$ cat config.mk
export PLATFORM = sky130hd
export DESIGN_NAME = arbt_front
export DESIGN_NICKNAME = d
export VERILOG_FILES = /design/src/rtl/arbt_pkg.sv /design/src/rtl/arbt_front.sv
export SDC_FILE = /design/constraint.sdc
export NUM_CORES = 1
export LEC_CHECK = 0
export ABC_AREA = 1
export BUFFER_PORTS_ARGS = -buffer_cell sky130_fd_sc_hd__buf_4
export CAP_MARGIN = 15
export CORE_MARGIN = 1.5
export CORE_UTILIZATION = 30
export CTS_CLUSTER_SIZE = 30
export DETAILED_ROUTE_END_ITERATION = 12
export GPL_ROUTABILITY_DRIVEN = 0
export GPL_TIMING_DRIVEN = 0
export SETUP_SLACK_MARGIN = 0.5
export SLEW_MARGIN = 40
export SYNTH_ARGS = -nofsm -noshare
export SYNTH_HDL_FRONTEND = slang
export SYNTH_SLANG_ARGS = --single-unit
$ cat constraint.sdc
create_clock -name clk -period 20.9 [get_ports clk]
set_input_delay 2.09 -clock clk [delete_from_list [all_inputs] [get_ports clk]]
set_output_delay 2.09 -clock clk [all_outputs]
set_load 0.02 [all_outputs]
$ cat src/rtl/arbt_pkg.sv
// shared types and codes for the address range buffer table
`timescale 1ns / 1ps
package arbt_pkg;

  // request commands
  typedef enum logic [1:0] {
    CMD_INSERT = 2'd0,
    CMD_REMOVE = 2'd1,
    CMD_POINT  = 2'd2,
    CMD_RANGE  = 2'd3
  } cmd_t;

  // result status codes
  typedef enum logic [2:0] {
    ST_OK        = 3'd0,
    ST_EXISTS    = 3'd1,
    ST_NOT_FOUND = 3'd2,
    ST_INVALID   = 3'd3,
    ST_FULL      = 3'd4
  } status_t;

  // classified request handed from front to back
  typedef struct packed {
    cmd_t        cmd;
    logic [63:0] addr;
    logic [63:0] host;
    logic [63:0] len;
    logic [15:0] id;
    logic [63:0] span_lim;
    logic        invalid;
  } req_t;

  // one table entry as stored in memory
  typedef struct packed {
    logic [63:0] dbase;
    logic [63:0] hbase;
    logic [63:0] elen;
    logic [15:0] tag;
  } entry_t;

  // back end sequencer states
  typedef enum logic [2:0] {
    BK_IDLE,
    BK_RD,
    BK_CK,
    BK_SH_RD,
    BK_SH_WR
  } bk_state_t;

endpackage

$ cat src/rtl/arbt_front.sv
// front end: accepts requests, classifies them, holds them in a one-slot queue
`timescale 1ns / 1ps
module arbt_front (
  input  logic                clk,
  input  logic                rst_n,
  input  logic                start,
  output logic                busy,
  input  logic [1:0]          in_cmd,
  input  logic [63:0]         in_addr,
  input  logic [63:0]         in_host_addr,
  input  logic [63:0]         in_length,
  input  logic [15:0]         in_buffer_id,
  output logic                q_valid,
  output arbt_pkg::req_t      q_req,
  input  logic                q_pop
);
  import arbt_pkg::*;

  logic        q_valid_r;
  logic        q_valid_nxt;
  req_t        q_req_r;
  req_t        req_in;
  logic        accept;
  logic [63:0] span_lim;

  assign accept = start && !q_valid_r;
  assign busy   = q_valid_r;

  // classify: range end and argument check for range lookup
  always_comb begin
    span_lim         = in_addr + in_length;
    req_in.cmd       = cmd_t'(in_cmd);
    req_in.addr      = in_addr;
    req_in.host      = in_host_addr;
    req_in.len       = in_length;
    req_in.id        = in_buffer_id;
    req_in.span_lim  = span_lim;
    req_in.invalid   = (cmd_t'(in_cmd) == CMD_RANGE) &&
                       ((in_length == 64'd0) || (span_lim < in_addr));
  end

  // queue occupancy
  always_comb begin
    q_valid_nxt = q_valid_r;
    if (q_pop) begin
      q_valid_nxt = 1'b0;
    end
    if (accept) begin
      q_valid_nxt = 1'b1;
    end
  end

  always_ff @(posedge clk) begin
    if (!rst_n) begin
      q_valid_r <= 1'b0;
    end else begin
      q_valid_r <= q_valid_nxt;
    end
  end

  // queue payload
  always_ff @(posedge clk) begin
    if (accept) begin
      q_req_r <= req_in;
    end
  end

  assign q_valid = q_valid_r;
  assign q_req   = q_req_r;

endmodule

# Yosys cells after proc, flatten, opt, wreduce, memory -nomap -nowiden
# Cells that the tools add are included.
# word_totals
out_inout_bits	277
input_bits	214
latch_bits	0
rom_bits	0
ff_bits	276
memories	0
ram_bits	0
elab_cells	19
# op_classes
n_div	0
multipliers	0
n_addsub	1
eq_ne	1
bitwise_logic	0
reduce_logical	6
n_lt_le_gt_ge	1
mux	2
n_shift	0
# ops
operator	n
$add 64x64->64	1
$logic_not 64->1	1
$lt 64x64->1	1
$eq 2x2->1 const B	1
$logic_and 1x1->1	2
$mux 1	2
$reduce_bool 2->1	1
$logic_not 1->1	1
$logic_or 1x1->1	1

# Longest topological paths before layout
# logic_depth
depth_word	4
depth_mapped	26
mapped_depth_nobuf	26

# Worst setup path after synthesis
# No wires, ideal clock.
# synth_path
path_type	input to register
from	input port start
to	register q_valid_r (netlist: busy)
slack_ps	6272
stages	3
arrival_time_ps	14515
path_buffers	0
path_cell_list	inv_1 -> nor2_1 -> o21a_1
# synth_between
elab_chain_cells	2
# synth_lines
element	line	source
start, declared	arbt_front.sv:6	input logic start,
$logic_and 1x1->1 (*)	arbt_front.sv:26	assign accept = start && !q_valid_r;
net accept	arbt_front.sv:23	logic accept;
$mux 1 / $reduce_bool 2->1 (equally long branches)	--	
end signal, assigned	arbt_front.sv:57	q_valid_r <= q_valid_nxt;
end, declared	arbt_front.sv:19	logic q_valid_r;
# The timed path passes the listed nets; every way through them passes the cells marked *.
# A chain may end at the register's enable or synchronous reset.

==> Flow_metrics.wiki <==
{| class="wikitable"
! Metric !! Value
|-
| Clock buffer depth || 3
|-
| Number of input and output port buffers inserted || 490
|-
| Simple-gate share of the synthesized area || 0.201
|-
| Netlist area before placement || 15,300 µm²
|-
| Final setup violation count || 0
|-
| Die Span X || 229 µm
|-
| First-pass DRT Iterations || 6
|-
| Drt total wl || 52.1 mm
|-
| Pin count of the biggest net entering global routing || 23
|-
| Final core area utilization || 0.420
|-
| Leakage power of the design || 9.91 nW
|-
| Setup repair after global routing missed its margin || no
|-
| Capture point of the worst reg-to-reg path || q_req[139]
|-
| CTS tree || built
|-
| Std-Cell Rows || 82
|-
| Fraction of synthesized area in multiplexers || 0
|-
| Instance count along the most critical hold path || 3
|-
| Root Buffer || sky130_fd_sc_hd__clkbuf_16
|-
| Part of the cycle the worst path needs || 0.245
|-
| Post-synthesis average cell area || 9.42 µm²
|-
| Nets || 2,500
|-
| Share of post-route cells with drive strength above 1 || 0.275
|-
| Max H-tree Level || 1
|-
| Number of top-level pins || 491
|-
| Global route total overflow || 0
|-
| Post-synthesis compound-gate area fraction || 0.0630
|-
| Synth Warn # || 0
|-
| Clock insertion delay at the later pin of the skew report || 0.59 ns
|-
| Start of the worst register-to-register path || busy
|-
| End of the worst hold path || busy
|-
| Most used flip-flop cell after synthesis || sky130_fd_sc_hd__edfxtp_1
|-
| Synthesized-area fraction occupied by adder cells || 0.105
|-
| DRC violation total after the first TritonRoute iteration || 755
|-
| Post CTS Setup Buffer Count || 0
|-
| Biggest fanout along the worst timing path || 4
|-
| Die Span Y || 229 µm
|-
| Skew final || 0.00798 ns
|-
| Power per unit of standard cell area || 77.0 nW/µm²
|-
| Max_cap viols || 0
|-
| Time the final worst path needs with I/O delays and setup || 5.13 ns
|-
| Antenna violations before repair || 0
|-
| Proportion of synthesized chip area in sequential cells || 0.542
|-
| Power Total || 1.62 mW
|-
| Critical Path Most Common Cell || sky130_fd_sc_hd__nand2_1
|-
| Endpoint type of the worst setup path || flop
|-
| Worst reg2reg setup slack || 18.73 ns
|-
| Worst-Margin Slew || 0.647 ns
|-
| Synthesized netlist net count || 1,962
|-
| Via count of the first global-routing pass || 13,100
|-
| Cts repair resizes || 0
|-
| Req. time, crit path || 21.25 ns
|-
| Global-route wire length before repair || 77.6 mm
|-
| Largest family of logic cells by synthesized area || simple AND/OR/NAND/NOR gates
|-
| Number of flops mapped to enable cells by yosys || 275
|-
| CP startpoint kind || input port
|-
| Effective utilization at floorplan || 0.304
|-
| Setup TNS || 0 ns
|-
| Number of nets with antenna violations after routing || 0
|-
| Number of distinct library cell variants in the gate-level netlist after synthesis || 34
|-
| Vias post-DR || 13,200
|-
| Count of clock tree sinks || 276
|-
| Area of the core || 50,200 µm²
|-
| Outcome || completed
|-
| #FFs+latches synth || 276
|-
| Cell count after synthesis || 1,620
|-
| Maximum single-stage delay on the critical path || 0.40 ns
|-
| Layout filler cell count || 4,903
|-
| Via density per instance || 4.61
|-
| Remaining max-slew budget at the tightest pin || 0.565
|-
| Multi-input logic area || 5980 µm²
|-
| WS Path Type || input port to flop
|-
| Detailed Place HPWL || 43.9 mm
|-
| Overall routing resource usage || 0.195
|-
| Diode count || 0
|-
| Number of buffers and inverters on the critical path || 2
|-
| CTS hold repair buffers || 0
|-
| Wire length per cell after detailed routing || 18.3 µm
|-
| Remaining routing DRC violations || 0
|-
| Total Die Area || 52,200 µm²
|-
| Highest-delay cell along the critical path || sky130_fd_sc_hd__fa_1
|-
| Async set-or-reset flop fraction in the synthesized netlist || 0
|-
| Achievable Freq || 0.195 GHz
|-
| Arrival time reported for the critical path endpoint || 5.48 ns
|-
| Final max-slew violation count || 0
|-
| Total clock buffers created by CTS || 31
|-
| Worst min-delay path class || flop to flop
|-
| Depth of the most critical reg-to-reg path || 6
|-
| Cell family contributing the most delay on the critical path || simple AND/OR/NAND/NOR gates
|-
| Synthesis-to-finish area growth || 37.9%
|-
| Clock slew at the register clock pins of the worst setup and hold paths || 0.06 ns
|-
| Source of the worst hold timing path || busy
|-
| VDD IR max || 0.0547 mV
|-
| Xor/xnor share of the synthesized area || 0.0218
|-
| Sequential cell area in the final layout || 8280 µm²
|-
| Final hold violation count || 0
|}
==> power breakdown <==
part           total [mW]  leakage, nW  internal (mW)  switching, mW
Clock               0.529        0.475          0.298          0.231
Combinational       0.417         6.78          0.158          0.259
Sequential          0.675         2.65          0.664         0.0114
==> layout make-up <==
cell class,count,share of cell area
plain buffers,1,0.000357
clock buffers,36,0.0377
clock inverters,22,0.00862
inverters,268,0.0478
multi-input cells,1075,0.284
flip-flops and latches,276,0.393
well taps,672,0.0399
repair buffers,505,0.188
==> per-layer routing <==
layer  part of all wire  up-vias  GRT usage
li1                   -     6464          -
met1               0.40     6143      0.237
met2               0.49      487      0.346
met3              0.074       80     0.0418
met4              0.027        0     0.0532
met5                  0        -          0
==> logic make-up after synthesis <==
group	after synthesis
AOI/OAI and AO/OA	176
xor gates and xnor gates	38
adders and majority gates	128
buffers and inverters	269
DFF	276
and+or+nand+nor	733
==> synthesized netlist by cell type (2+ instances only) <==
| cell type | instances | area [µm²] |
|---|---|---|
| sky130_fd_sc_hd__inv_2 | 5 | 18.8 |
| sky130_fd_sc_hd__a21oi_1 | 107 | 536 |
| sky130_fd_sc_hd__a21o_1 | 4 | 30.0 |
| sky130_fd_sc_hd__a21boi_1 | 2 | 15.0 |
| sky130_fd_sc_hd__nor3_2 | 3 | 30.0 |
| sky130_fd_sc_hd__nand2_1 | 436 | 1640 |
| sky130_fd_sc_hd__nor4_1 | 16 | 100 |
| sky130_fd_sc_hd__o21ai_1 | 2 | 10.0 |
| sky130_fd_sc_hd__nor3_1 | 13 | 65.1 |
| sky130_fd_sc_hd__o21a_1 | 3 | 22.5 |
| sky130_fd_sc_hd__nand3b_1 | 3 | 22.5 |
| sky130_fd_sc_hd__inv_1 | 263 | 987 |
| sky130_fd_sc_hd__nand3_1 | 49 | 245 |
| sky130_fd_sc_hd__o21ai_0 | 36 | 180 |
| sky130_fd_sc_hd__nor2_4 | 3 | 33.8 |
| sky130_fd_sc_hd__nor2_1 | 155 | 582 |
| sky130_fd_sc_hd__ha_1 | 127 | 1590 |
| sky130_fd_sc_hd__nand2_2 | 20 | 125 |
| sky130_fd_sc_hd__nand4_1 | 20 | 125 |
| sky130_fd_sc_hd__nor2_2 | 12 | 75.1 |
| sky130_fd_sc_hd__edfxtp_1 | 275 | 8260 |
| sky130_fd_sc_hd__o21bai_1 | 17 | 128 |
| sky130_fd_sc_hd__xor2_1 | 37 | 324 |
| sky130_fd_sc_hd__a21boi_0 | 2 | 15.0 |
==> registers in the layout (all words and copies together), names as in the netlist <==
register,cells
q_req,275
busy,1
==> cells in the final DEF (no fill, tap or decap), types with 3 or more instances in the layout <==
cell type	netlist	routed
sky130_fd_sc_hd__buf_4	1	491
sky130_fd_sc_hd__nand2_1	436	436
sky130_fd_sc_hd__edfxtp_1	275	275
sky130_fd_sc_hd__inv_1	263	263
sky130_fd_sc_hd__nor2_1	155	154
sky130_fd_sc_hd__ha_1	127	127
sky130_fd_sc_hd__a21oi_1	107	107
sky130_fd_sc_hd__nand3_1	49	49
sky130_fd_sc_hd__xor2_1	37	37
sky130_fd_sc_hd__o21ai_0	36	36
sky130_fd_sc_hd__clkbuf_16	0	31
sky130_fd_sc_hd__nand2_2	20	20
sky130_fd_sc_hd__nand4_1	20	20
sky130_fd_sc_hd__o21bai_1	17	17
sky130_fd_sc_hd__nor4_1	16	16
sky130_fd_sc_hd__nor3_1	13	13
sky130_fd_sc_hd__nor2_2	12	12
sky130_fd_sc_hd__buf_8	0	10
sky130_fd_sc_hd__clkinv_1	0	8
sky130_fd_sc_hd__clkinv_2	0	6
sky130_fd_sc_hd__inv_2	5	5
sky130_fd_sc_hd__clkbuf_1	0	5
sky130_fd_sc_hd__buf_16	0	5
sky130_fd_sc_hd__nor2_4	3	4
sky130_fd_sc_hd__a21o_1	4	4
sky130_fd_sc_hd__nand3b_1	3	3
sky130_fd_sc_hd__nor3_2	3	3
sky130_fd_sc_hd__o21a_1	3	3
==> metrics by stage <==
step / hold WS [ns] / setup slack [ns] / cell area (µm²) / std cells
3_3_place_gp: 0.608 / 1.32 / 19800 / 2782
3_5_place_dp: 0.649 / 15.20 / 20100 / 2797
6_report: 0.658 / 15.77 / 21100 / 2855
2_1_floorplan: 0.675 / 6.27 / 15300 / 1620
4_1_cts: 0.667 / 15.85 / 21100 / 2855
5_1_grt: 0.690 / 15.51 / 21100 / 2855
==> worst max path at each step <==
stage	startpoint	end	slack (ns)	cells after the start
after global placement	start	busy	1.32	4
after global routing	in_length[0]	q_req[0]	15.51	25
after floorplan	start	busy	6.27	3
after CTS	in_length[0]	q_req[0]	15.85	25
final	in_length[0]	q_req[0]	15.77	25
after detailed placement	in_length[0]	q_req[0]	15.20	25
==> worst reg2reg max path: stages (launching register included) <==
cell and delay (ns):
sky130_fd_sc_hd__dfxtp_1 0.36, sky130_fd_sc_hd__nor2_4 0.50, sky130_fd_sc_hd__buf_16 0.23, sky130_fd_sc_hd__buf_16 0.17
sky130_fd_sc_hd__buf_16 0.17, sky130_fd_sc_hd__buf_8 0.20, sky130_fd_sc_hd__buf_8 0.23
Power figures use the tool's default switching activity.
